--- config.mk ---
export PLATFORM = sky130hd
export DESIGN_NAME = register_slave_with_light_average
export DESIGN_NICKNAME = d
export VERILOG_FILES = /design/src/design/rsla_pkg.sv /design/src/design/register_slave_with_light_average.sv /design/src/design/rsla_queue.sv /design/src/design/rsla_front.sv /design/src/design/rsla_back.sv
export SDC_FILE = /design/constraint.sdc
export NUM_CORES = 1
export LEC_CHECK = 0
export BUFFER_PORTS_ARGS = -buffer_cell sky130_fd_sc_hd__buf_2
export CORE_UTILIZATION = 64
export DETAILED_ROUTE_END_ITERATION = 10
export GPL_TIMING_DRIVEN = 0
export PLACE_DENSITY = 0.79
export SYNTH_ARGS = -nofsm -noshare
export SYNTH_HDL_FRONTEND = slang
export SYNTH_SLANG_ARGS = --single-unit
--- constraint.sdc ---
create_clock -name clk -period 10.2 [get_ports clk]
set_clock_uncertainty 0.2 [all_clocks]
set_input_delay 1.53 -clock clk [delete_from_list [all_inputs] [get_ports clk]]
set_output_delay 1.53 -clock clk [all_outputs]
set_load 0.02 [all_outputs]
--- src/design/rsla_pkg.sv ---
// Shared constants and types for the register slave with light average.
`timescale 1ns / 1ps

package rsla_pkg;

	// Register table and protocol sizes.
	localparam int NUM_REGS   = 2;
	localparam int MAX_READ   = 30;
	localparam int REG_AW     = (NUM_REGS > 1) ? $clog2(NUM_REGS) : 1;
	localparam int CNT_W      = 5;
	localparam int FRAME_HELD = 5;
	localparam int FILTER_REG = 1;

	// Function codes carried in the second frame byte.
	localparam logic [7:0] FUNC_WRITE = 8'd6;
	localparam logic [7:0] FUNC_READ  = 8'd3;

	// Command queue between the front and back parts.
	localparam int QDEPTH = 4;
	localparam int QAW    = $clog2(QDEPTH);

	// Command operation codes.
	localparam logic [1:0] OP_SAMPLE = 2'd0;
	localparam logic [1:0] OP_WRITE  = 2'd1;
	localparam logic [1:0] OP_READ   = 2'd2;

	// One command: for a sample, val holds the reading; for a read, val holds the
	// saturated word count; for a write, val is the value to store.
	typedef struct packed {
		logic [1:0]  op;
		logic [7:0]  station;
		logic [15:0] addr;
		logic [15:0] val;
	} cmd_t;

endpackage

--- src/design/register_slave_with_light_average.sv ---
// Top level of the register slave with light-sensor averaging.
//
//   Channel  Direction  Handshake            Payload
//   in       input      in_valid/in_ready    kind, sample, rx_byte
//   out      output     out_valid/out_ready  tx_byte, last
//   cfg      input      cfg_valid/cfg_ready  station_address
//
// The front takes one input transfer per cycle while the four-entry command
// queue has room. The back sequencer dequeues a command, multiplies a
// sensor tick by the reciprocal of ten and updates, stores a write and echoes
// six bytes, or answers a read with three header bytes and two per word,
// one byte per cycle while out_ready is high. Reset clears the register
// table, the frame position and the queue, and sets the station address to
// two. A stalled output holds its byte and backs the queue up to the input.
`timescale 1ns / 1ps

module register_slave_with_light_average (
	input  logic       clk,
	input  logic       arst_n,
	input  logic       in_valid,
	output logic       in_ready,
	input  logic       kind,
	input  logic [9:0] sample,
	input  logic [7:0] rx_byte,
	output logic       out_valid,
	input  logic       out_ready,
	output logic [7:0] tx_byte,
	output logic       last,
	input  logic       cfg_valid,
	output logic       cfg_ready,
	input  logic [7:0] station_address
);

	rsla_pkg::cmd_t push_data;
	rsla_pkg::cmd_t pop_data;
	logic           push_valid;
	logic           push_ready;
	logic           pop_valid;
	logic           pop_ready;

	// Frame assembly and classification.
	rsla_front u_front (
		.clk             (clk),
		.arst_n          (arst_n),
		.in_valid        (in_valid),
		.in_ready        (in_ready),
		.kind            (kind),
		.sample          (sample),
		.rx_byte         (rx_byte),
		.cfg_valid       (cfg_valid),
		.cfg_ready       (cfg_ready),
		.station_address (station_address),
		.push_valid      (push_valid),
		.push_ready      (push_ready),
		.push_data       (push_data)
	);

	// Command queue.
	rsla_queue u_queue (
		.clk        (clk),
		.arst_n     (arst_n),
		.push_valid (push_valid),
		.push_ready (push_ready),
		.push_data  (push_data),
		.pop_valid  (pop_valid),
		.pop_ready  (pop_ready),
		.pop_data   (pop_data)
	);

	// Command execution and reply.
	rsla_back u_back (
		.clk       (clk),
		.arst_n    (arst_n),
		.pop_valid (pop_valid),
		.pop_ready (pop_ready),
		.pop_data  (pop_data),
		.out_valid (out_valid),
		.out_ready (out_ready),
		.tx_byte   (tx_byte),
		.last      (last)
	);

endmodule

--- src/design/rsla_queue.sv ---
// Short command queue that decouples frame decoding from execution.
`timescale 1ns / 1ps

module rsla_queue (
	input  logic           clk,
	input  logic           arst_n,
	input  logic           push_valid,
	output logic           push_ready,
	input  rsla_pkg::cmd_t push_data,
	output logic           pop_valid,
	input  logic           pop_ready,
	output rsla_pkg::cmd_t pop_data
);

	rsla_pkg::cmd_t             mem_q [rsla_pkg::QDEPTH];
	logic [rsla_pkg::QAW-1:0]   wr_ptr_q;
	logic [rsla_pkg::QAW-1:0]   rd_ptr_q;
	logic [rsla_pkg::QAW:0]     count_q;
	logic                       do_push;
	logic                       do_pop;

	// Handshake status.
	assign push_ready = (count_q != (rsla_pkg::QAW+1)'(rsla_pkg::QDEPTH));
	assign pop_valid  = (count_q != '0);
	assign do_push    = push_valid && push_ready;
	assign do_pop     = pop_valid && pop_ready;
	assign pop_data   = mem_q[rd_ptr_q];

	// Storage is written on a push transfer.
	always_ff @(posedge clk) begin
		if (do_push) begin
			mem_q[wr_ptr_q] <= push_data;
		end
	end

	// Pointers and fill level.
	always_ff @(posedge clk or negedge arst_n) begin
		if (!arst_n) begin
			wr_ptr_q <= '0;
			rd_ptr_q <= '0;
			count_q  <= '0;
		end else begin
			if (do_push) begin
				wr_ptr_q <= wr_ptr_q + 1'b1;
			end
			if (do_pop) begin
				rd_ptr_q <= rd_ptr_q + 1'b1;
			end
			if (do_push && !do_pop) begin
				count_q <= count_q + 1'b1;
			end else if (do_pop && !do_push) begin
				count_q <= count_q - 1'b1;
			end
		end
	end

	a_count_bound: assert property (@(posedge clk) disable iff (!arst_n)
		count_q <= (rsla_pkg::QAW+1)'(rsla_pkg::QDEPTH))
		else $error("queue fill level beyond depth");

	a_pop_drains: assert property (@(posedge clk) disable iff (!arst_n)
		(do_pop && !do_push) |=> (count_q == $past(count_q) - 1'b1))
		else $error("queue fill level did not drop after a pop");

endmodule

--- src/design/rsla_front.sv ---
// Front part: takes input items, assembles frames and queues commands.
`timescale 1ns / 1ps

module rsla_front (
	input  logic           clk,
	input  logic           arst_n,
	input  logic           in_valid,
	output logic           in_ready,
	input  logic           kind,
	input  logic [9:0]     sample,
	input  logic [7:0]     rx_byte,
	input  logic           cfg_valid,
	output logic           cfg_ready,
	input  logic [7:0]     station_address,
	output logic           push_valid,
	input  logic           push_ready,
	output rsla_pkg::cmd_t push_data
);

	logic [7:0]             station_q;
	logic [7:0]             fb_q [rsla_pkg::FRAME_HELD];
	logic [2:0]             pos_q;
	logic                   accept;
	logic                   frame_end;
	logic                   is_write;
	logic                   is_read;
	logic [15:0]            val;
	logic [rsla_pkg::CNT_W-1:0] cnt;

	assign cfg_ready = 1'b1;
	assign in_ready  = push_ready;
	assign accept    = in_valid && in_ready;
	assign frame_end = (pos_q >= 3'(rsla_pkg::FRAME_HELD));

	// Classify a completed frame against the station address.
	always_comb begin
		val      = {fb_q[4], rx_byte};
		is_write = (fb_q[0] == station_q) && (fb_q[1] == rsla_pkg::FUNC_WRITE);
		is_read  = (fb_q[0] == station_q) && (fb_q[1] == rsla_pkg::FUNC_READ);
		if (val > 16'(rsla_pkg::MAX_READ)) begin
			cnt = rsla_pkg::CNT_W'(rsla_pkg::MAX_READ);
		end else begin
			cnt = val[rsla_pkg::CNT_W-1:0];
		end
	end

	// Build the command for the queue.
	always_comb begin
		push_data.station = fb_q[0];
		push_data.addr    = {fb_q[2], fb_q[3]};
		if (kind == 1'b0) begin
			push_data.op  = rsla_pkg::OP_SAMPLE;
			push_data.val = {6'd0, sample};
			push_valid    = in_valid;
		end else if (is_write) begin
			push_data.op  = rsla_pkg::OP_WRITE;
			push_data.val = val;
			push_valid    = in_valid && frame_end;
		end else begin
			push_data.op  = rsla_pkg::OP_READ;
			push_data.val = {(16 - rsla_pkg::CNT_W)'(0), cnt};
			push_valid    = in_valid && frame_end && is_read;
		end
	end

	// Frame byte store; it needs no reset as a frame is served only once full.
	always_ff @(posedge clk) begin
		if (accept && kind && !frame_end) begin
			fb_q[pos_q] <= rx_byte;
		end
	end

	// Frame position and station address.
	always_ff @(posedge clk or negedge arst_n) begin
		if (!arst_n) begin
			pos_q     <= '0;
			station_q <= 8'd2;
		end else begin
			if (cfg_valid && cfg_ready) begin
				station_q <= station_address;
			end
			if (accept && kind) begin
				if (frame_end) begin
					pos_q <= '0;
				end else begin
					pos_q <= pos_q + 1'b1;
				end
			end
		end
	end

endmodule

--- src/design/rsla_back.sv ---
// Back part: executes commands, owns the register table and drives replies.
`timescale 1ns / 1ps

module rsla_back (
	input  logic           clk,
	input  logic           arst_n,
	input  logic           pop_valid,
	output logic           pop_ready,
	input  rsla_pkg::cmd_t pop_data,
	output logic           out_valid,
	input  logic           out_ready,
	output logic [7:0]     tx_byte,
	output logic           last
);

	localparam logic [2:0] ST_IDLE = 3'd0;
	localparam logic [2:0] ST_MUL  = 3'd1;
	localparam logic [2:0] ST_UPD  = 3'd2;
	localparam logic [2:0] ST_WR   = 3'd3;
	localparam logic [2:0] ST_ECHO = 3'd4;
	localparam logic [2:0] ST_HDR  = 3'd5;
	localparam logic [2:0] ST_DATA = 3'd6;

	// Reciprocal of ten scaled by two to the twentieth, rounded up.
	localparam logic [16:0] DIV10_RECIP = 17'd104858;

	logic [2:0]                 state_q;
	rsla_pkg::cmd_t             cmd_q;
	logic [15:0]                table_q [rsla_pkg::NUM_REGS];
	logic [33:0]                prod_q;
	logic [2:0]                 byte_cnt_q;
	logic [16:0]                rd_idx_q;
	logic [rsla_pkg::CNT_W-1:0] words_q;
	logic                       hi_q;
	logic                       out_valid_q;
	logic [7:0]                 tx_byte_q;
	logic                       last_q;
	logic                       can_emit;
	logic                       emit;
	logic [7:0]                 emit_byte;
	logic                       emit_last;
	logic [16:0]                sum;
	logic [15:0]                word;

	assign out_valid = out_valid_q;
	assign tx_byte   = tx_byte_q;
	assign last      = last_q;
	assign can_emit  = !out_valid_q || out_ready;
	assign pop_ready = (state_q == ST_IDLE);
	assign sum       = {1'b0, table_q[rsla_pkg::FILTER_REG]} + {1'b0, cmd_q.val};

	// Register read for the reply; indexes past the table read as zero.
	always_comb begin
		if (rd_idx_q < 17'(rsla_pkg::NUM_REGS)) begin
			word = table_q[rd_idx_q[rsla_pkg::REG_AW-1:0]];
		end else begin
			word = '0;
		end
	end

	// Select the next reply byte.
	always_comb begin
		emit      = 1'b0;
		emit_byte = '0;
		emit_last = 1'b0;
		case (state_q)
			ST_ECHO: begin
				emit      = can_emit;
				emit_last = (byte_cnt_q == 3'd5);
				case (byte_cnt_q)
					3'd0:    emit_byte = cmd_q.station;
					3'd1:    emit_byte = rsla_pkg::FUNC_WRITE;
					3'd2:    emit_byte = cmd_q.addr[15:8];
					3'd3:    emit_byte = cmd_q.addr[7:0];
					3'd4:    emit_byte = cmd_q.val[15:8];
					default: emit_byte = cmd_q.val[7:0];
				endcase
			end
			ST_HDR: begin
				emit = can_emit;
				case (byte_cnt_q)
					3'd0:    emit_byte = cmd_q.station;
					3'd1:    emit_byte = rsla_pkg::FUNC_READ;
					default: begin
						emit_byte = {(7 - rsla_pkg::CNT_W)'(0), words_q, 1'b0};
						emit_last = (words_q == '0);
					end
				endcase
			end
			ST_DATA: begin
				emit      = can_emit;
				emit_byte = hi_q ? word[15:8] : word[7:0];
				emit_last = !hi_q && (words_q == rsla_pkg::CNT_W'(1));
			end
			default: begin
				emit = 1'b0;
			end
		endcase
	end

	// Output register: holds a byte until its transfer.
	always_ff @(posedge clk or negedge arst_n) begin
		if (!arst_n) begin
			out_valid_q <= 1'b0;
		end else if (emit) begin
			out_valid_q <= 1'b1;
		end else if (out_ready) begin
			out_valid_q <= 1'b0;
		end
	end

	always_ff @(posedge clk) begin
		if (emit) begin
			tx_byte_q <= emit_byte;
			last_q    <= emit_last;
		end
	end

	// Command sequencer and register table.
	always_ff @(posedge clk or negedge arst_n) begin
		if (!arst_n) begin
			state_q <= ST_IDLE;
			for (int i = 0; i < rsla_pkg::NUM_REGS; i++) begin
				table_q[i] <= '0;
			end
		end else begin
			case (state_q)
				ST_IDLE: begin
					if (pop_valid) begin
						case (pop_data.op)
							rsla_pkg::OP_SAMPLE: state_q <= ST_MUL;
							rsla_pkg::OP_WRITE:  state_q <= ST_WR;
							rsla_pkg::OP_READ:   state_q <= ST_HDR;
							default:             state_q <= ST_IDLE;
						endcase
					end
				end
				ST_MUL: begin
					state_q <= ST_UPD;
				end
				ST_UPD: begin
					table_q[rsla_pkg::FILTER_REG] <= {2'b00, prod_q[33:20]};
					state_q <= ST_IDLE;
				end
				ST_WR: begin
					if (cmd_q.addr < 16'(rsla_pkg::NUM_REGS)) begin
						table_q[cmd_q.addr[rsla_pkg::REG_AW-1:0]] <= cmd_q.val;
					end
					state_q <= ST_ECHO;
				end
				ST_ECHO: begin
					if (emit && emit_last) begin
						state_q <= ST_IDLE;
					end
				end
				ST_HDR: begin
					if (emit && (byte_cnt_q == 3'd2)) begin
						state_q <= emit_last ? ST_IDLE : ST_DATA;
					end
				end
				ST_DATA: begin
					if (emit && emit_last) begin
						state_q <= ST_IDLE;
					end
				end
				default: begin
					state_q <= ST_IDLE;
				end
			endcase
		end
	end

	// Working registers of the current command.
	always_ff @(posedge clk) begin
		if (state_q == ST_IDLE && pop_valid) begin
			cmd_q      <= pop_data;
			byte_cnt_q <= '0;
			rd_idx_q   <= {1'b0, pop_data.addr};
			words_q    <= pop_data.val[rsla_pkg::CNT_W-1:0];
			hi_q       <= 1'b1;
		end else begin
			if (state_q == ST_MUL) begin
				prod_q <= sum * DIV10_RECIP;
			end
			if (emit && (state_q == ST_ECHO || state_q == ST_HDR)) begin
				byte_cnt_q <= byte_cnt_q + 1'b1;
			end
			if (emit && state_q == ST_DATA) begin
				hi_q <= !hi_q;
				if (!hi_q) begin
					rd_idx_q <= rd_idx_q + 1'b1;
					words_q  <= words_q - 1'b1;
				end
			end
		end
	end

	a_last_ends: assert property (@(posedge clk) disable iff (!arst_n)
		(emit && emit_last) |=> (state_q == ST_IDLE))
		else $error("sequencer busy after the final reply byte");

	a_mul_update: assert property (@(posedge clk) disable iff (!arst_n)
		(state_q == ST_MUL) |=> (state_q == ST_UPD))
		else $error("filter update did not follow the product");

	a_data_words: assert property (@(posedge clk) disable iff (!arst_n)
		(state_q == ST_DATA) |-> (words_q != '0))
		else $error("register data phase with no words left");

endmodule

==> results of run 1 <==
logic make-up after synthesis:
kind of cell / Yosys count / share of synthesized area [%]
flip-flops: 351 / 51.20
AND/OR/NAND/NOR: 295 / 7.446
adder cells (fa/ha/maj): 244 / 18.34
buffers and inverters: 229 / 4.400
AO/OA/AOI/OAI: 220 / 6.951
XOR/XNOR: 85 / 4.206
multiplexers: 82 / 7.440
other: 1 / 0.01878
per-stage QoR:
step / instance area, um2 / hold WS (ps) / instances
floorplan: 19960 / 258.7 / 1507
global placement: 20660 / 266.5 / 1943
detailed placement: 20790 / 283.1 / 1950
CTS: 21900 / 295.7 / 2011
global route: 21900 / 321.5 / 2011
finish: 21900 / 304.3 / 2011
metal layers:
| metal | up-vias | track usage, % | part of all wire, % |
|---|---|---|---|
| met1 | 6303 | 41.55 | 40 |
| met2 | 608 | 49.22 | 47 |
| met5 | - | 0 | 0 |
| met3 | 103 | 8.099 | 9.9 |
| li1 | 5610 | - | - |
| met4 | 0 | 8.863 | 2.9 |
synth_stat cells (6+ instances only):
cell type / instances
a211o_1: 9
a211oi_1: 6
a21o_1: 15
a21oi_1: 72
a31oi_1: 7
and2_1: 17
and3_1: 27
buf_2: 12
clkbuf_1: 32
dfrtp_1: 53
edfxtp_1: 292
fa_1: 81
ha_1: 163
inv_1: 184
mux2_2: 31
mux4_2: 50
nand2_1: 80
nand2b_1: 10
nand3_1: 25
nand4_1: 10
nor2_1: 58
nor2b_1: 9
nor3_1: 19
nor4_1: 14
o21ai_0: 61
xnor2_1: 41
xor2_1: 37
critical path, stage by stage (launching register included):
cell,delay [ps]
edfxtp_1,550
ha_1,330
clkbuf_1,190
a21oi_1,180
nor2b_1,60
a2111oi_0,510
inv_1,100
o31ai_1,340
nand2b_1,170
xor2_1,520
ha_1,400
ha_1,330
fa_1,530
fa_1,440
fa_1,540
inv_1,50
fa_1,520
inv_1,40
ha_1,300
a21o_1,190
a21o_2,220
a21oi_1,460
nand4b_2,270
a41oi_4,370
nor3_1,80
or3b_1,390
worst max path at each step:
stage,startpoint,slack (ps),end,depth (start not counted)
after floorplan,u_back.cmd_q[9],2980,u_back.prod_q[32],25
after global placement,u_back.cmd_q[9],1790,u_back.prod_q[32],25
after detailed placement,u_back.cmd_q[9],1770,u_back.prod_q[32],25
after CTS,u_back.cmd_q[9],1690,u_back.prod_q[32],25
after global routing,u_back.cmd_q[9],1280,u_back.prod_q[32],25
final,u_back.cmd_q[9],1670,u_back.prod_q[32],25
registers in the layout (all words and copies together), names as in the netlist, 3 cells and up:
name / cells
u_back.byte_cnt_q: 3
u_back.cmd_q: 40
u_back.prod_q: 14
u_back.rd_idx_q: 17
u_back.state_q: 3
u_back.table_q: 32
u_back.tx_byte: 8
u_back.words_q: 5
u_front.fb_q: 40
u_front.pos_q: 3
u_front.station_q: 8
u_queue.count_q: 3
u_queue.mem_q: 168
layout make-up:
type	instances	area, um2
fill	1974	8765
timing repair buffer	47	321.6
clock buffer	50	920.9
tap	396	495.5
sequential	351	10220
buffer	45	188.9
inverter	184	690.7
clock inverter	11	180.2
multi-input combinational	927	8886
cells in the final DEF (no fill, tap or decap), drive strengths merged, types with 5 or more instances in the layout:
cell type,synthesis,layout
nor4,14,14
a222oi,5,5
nand2,80,80
a211oi,6,6
a21oi,74,74
a21o,16,16
ha,163,163
buf,13,60
fa,81,81
mux4,50,50
o21ai,64,64
nor2b,9,9
and2,18,18
a22oi,5,5
xnor2,43,43
nand2b,10,10
edfxtp,292,292
dfrtp,53,53
dfxtp,5,5
a211o,9,9
nand3,25,25
mux2,31,31
nor2,58,58
or3,5,5
inv,184,185
xnor3,5,5
nand4,10,10
and3,27,27
a31oi,7,7
clkbuf,32,82
nor3,20,20
xor2,37,37
clkinv,0,5
==> results_dict.tcl, run 1 <==
set metrics [dict create \
    synth_top_area_share_pct 43.92 \
    synth.distinct_cells 75 \
    synthesis.area_mm2 0.01996 \
    cts_root_buf "clkbuf_16" \
    endpoint_kind "register" \
    start_util_pct 65.09 \
    antenna_cells 0 \
    grt_pass1_vias 12850 \
    rr_worst_depth 25 \
    crit_type "register to register" \
    num_vias 12620 \
    dieArea_mm2 0.03190 \
    postRouteAntennaNets 0 \
    fmax_mhz 117.2 \
    cts_tree "done" \
    tightest_slew_ps 1208 \
    place_ws_ps 1768 \
    ys.flop_type "edfxtp_1" \
    grt_use_total_pct 30.73 \
    required_ps 10260 \
    synth-edff-count 292 \
    finalWirelength_mm 46.69 \
    hp-class "register to register" \
    synth_warnings 0 \
    min_to "u_back.table_q[18]" \
    syn_inst 1507 \
    core_area_mm2 0.03067 \
    synthToLayoutAreaGrowth_pct 9.728 \
    layout-drive-gt1-share_pct 13.00 \
    htreeDepth 2 \
    hp-start "u_back.table_q[18]" \
    status "finished, final reports clean" \
    r2r-end "u_back.prod_q[32]" \
    fp.dieW_um 178.6 \
    arrival_ps 8590 \
    syn_nets 1783 \
    maxSlewHeadroom_pct 18.88 \
    worst-path-max-fanout 7 \
    final_nets 1866 \
    finalSetupViolations 0 \
    clock_latency_ps 520 \
    ys_ff_latch 351 \
    report.final.slew_viol_count 0 \
    holdBufCountCts 0 \
    post_cts_buffers 0 \
    cts_resized 0 \
    numCtsBuffers 34 \
    grt_max_degree 55 \
    rsz0062_at_grt "no" \
    syn_area_per_cell_um2 13.25 \
    finalSetupTns_ps 0 \
    start_kind "register" \
    post-route-util_pct 71.42 \
    path_clk_slew_ps 60 \
    yosysTopAreaCell "edfxtp_1" \
    overflow 0 \
    drc 0 \
    num_rows 64 \
    fin_crit_sh_pct 83.64 \
    via_per_inst 6.277 \
    ioPinCount 44 \
    max-cap-violations 0 \
    place_congestion 0.9561 \
    synthArstFlopShare_pct 15.38 \
    first_iter_violations 1257 \
    dp_hpwl_mm 33.40 \
    setup_slack_ps 1668 \
    final_hold_viol_count 0 \
    fin_crit_ps 8532 \
    cts.sinks 351 \
    fp.dieH_um 178.6 \
    rr_startpoint "u_back.cmd_q[9]" \
    clk_path_buf_depth 3 \
    grt_pass1_wl_mm 72.19 \
    wl_per_cell_um 23.22 \
    r2r_slack_ps 1670 \
    antenna_found_initial 0 \
    dr.pass1.iters 8 \
    yosysSeqAreaShare_pct 51.20 \
    port_buffers 40 \
    synth_area_leaders "edfxtp_1 (44%), ha_1 (10%), fa_1 (8.1%)" \
    hold_depth 1 \
]
Power of run 1 is left out: the tool's default activity adds up to more than one toggle a clock period on the data nets, which glitch-free logic cannot reach.
==> run 2: changes to the inputs <==
- CORE_UTILIZATION: 64 -> 57
- PLACE_DENSITY: 0.79 -> 0.74
- clock period: 10.2 -> 7.8 ns (I/O delays scaled with it)
==> run 2 against run 1 <==
Effect of this change: maximum frequency up 12%; first-iteration DRC count down 12%; non-clock buffer count up 23; hold slack got worse by 6.6 ps; via count down 0.69%; die area rose by 12%; setup slack got worse by 1500 ps; routed wire length decreased by 3.4%; sequential cell count unchanged; sequential share of layout area shrank 1.2 points; register-to-register slack worse by 1500 ps.
==> results_dict.tcl, run 2 (synthesis gave the netlist of run 1 again) <==
set metrics [dict create \
    via_per_inst 5.981 \
    cts_tree "done" \
    crit_family "adder cells" \
    status "finished, final reports clean" \
    hold_ws_ps 297.7 \
    fin_cells 2096 \
    tightest_slew_ps 1211 \
    hp-class "register to register" \
    final_nets 1890 \
    antenna_cells 0 \
    path_depth 25 \
    first_iter_violations 1101 \
    postRouteAntennaNets 0 \
    crit_type "register to register" \
    r2r_slack_ps 210 \
    fin_crit_ps 7592 \
    crit_slowest_cell "fa_1" \
    fp.dieH_um 189.1 \
    rr_startpoint "u_back.cmd_q[9]" \
    synthToLayoutAreaGrowth_pct 12.74 \
    core_area_mm2 0.03454 \
    worst-path-buf-inv 4 \
    finalWirelength_mm 45.09 \
    rr_worst_depth 25 \
    maxSlewHeadroom_pct 18.63 \
    clock_latency_ps 530 \
    num_rows 68 \
    final_hold_viol_count 0 \
    cts.sinks 351 \
    wl_per_cell_um 21.51 \
    port_buffers 40 \
    layout_common_cells "edfxtp_1 (292), inv_1 (184), ha_1 (148)" \
    grt_use_total_pct 25.85 \
    path_clk_slew_ps 60 \
    reg.largest.list "u_queue.mem_q x168, u_back.cmd_q x40, u_front.fb_q x40" \
    start_util_pct 57.79 \
    overflow 0 \
    worst-path-max-fanout 7 \
    arrival_ps 7760 \
    grt_pass1_wl_mm 70.33 \
    start_kind "register" \
    drc 0 \
    num_vias 12540 \
    htreeDepth 2 \
    slowest_delay_ps 550 \
    antenna_found_initial 0 \
    dr.pass1.iters 6 \
    placed_cells 2010 \
    final_common_cell "edfxtp_1" \
    fmax_mhz 131.7 \
    holdBufCountCts 0 \
    largest_reg_flops 168 \
    report.final.slew_viol_count 0 \
    finalSetupViolations 0 \
    r2r-end "u_back.prod_q[30]" \
    endpoint_kind "register" \
    numCtsBuffers 35 \
    post-route-util_pct 65.16 \
    dieArea_mm2 0.03578 \
    cp-endpoint "u_back.prod_q[30]" \
    max-cap-violations 0 \
    regMostFlops "u_queue.mem_q" \
    crit_path_start "u_back.cmd_q[9]" \
    ioPinCount 44 \
    fp.dieW_um 189.1 \
    dp_hpwl_mm 32.79 \
    fin_crit_sh_pct 97.33 \
    layout-drive-gt1-share_pct 16.88 \
    place_congestion 0.9095 \
    grt_pass1_vias 12630 \
    cts_root_buf "clkbuf_16" \
    required_ps 7970 \
    clk_path_buf_depth 3 \
    grt_max_degree 55 \
    critical-path-top-cell-by-count "fa_1" \
]
run 2: changes by cell type in the layout (fill, tap and decap cells not counted), sizes merged:
cell	delta
bufinv	-4
clkinv	+5
clkdlybuf4s18	+1
buf	+23
clkinvlp	-1
clkbuf	+2
run 2: layout make-up:
type	instances	area (um2)
fillers	2481	12040
flip-flops and latches	351	10220
multi-input cells	927	9218
clock buffers	53	1005
inverters	184	690.7
well taps	455	569.3
repair buffers	71	508.0
plain buffers	44	191.4
clock inverters	11	103.9
run 2: worst min-delay path by stage:
stage	startpoint	endpoint	slack (ps)	cells after the start
final	u_queue.count_q[2]	u_queue.count_q[2]	300	1
after global routing	u_front.fb_q[3][1]	u_queue.mem_q[0][17]	310	0
after CTS	u_queue.count_q[2]	u_queue.count_q[2]	290	1
after detailed placement	u_queue.count_q[2]	u_queue.count_q[2]	290	1
after global placement	u_front.fb_q[2][5]	u_queue.mem_q[3][29]	270	0
after floorplan	u_front.fb_q[3][0]	u_queue.mem_q[0][16]	260	0
run 2: through the flow:
stage               TNS [ps]  instance area (um2)  setup slack [ps]
finish                     0                22510             208.1
global route          -273.8                22510            -128.7
CTS                        0                22130             2.056
detailed placement     -3701                20880            -666.0
global placement       -2853                20730            -588.2
floorplan                  0                19960             585.0
run 2: metal layers:
layer | up-vias | share of wire, % | GRT usage [%]
met5 | - | 0 | 0
li1 | 5668 | - | -
met2 | 527 | 47 | 41.63
met4 | 0 | 2.2 | 6.048
met3 | 83 | 7.6 | 3.281
met1 | 6259 | 43 | 37.74
run 2: timing repair:
action | 4_1_cts | 5_1_grt
pin swaps | 2 | 25
setup buffers | 8 | 15
resized for setup | 15 | 43
endpoints found under the setup margin | 13 | 6
Power of run 2 is left out for the same reason.
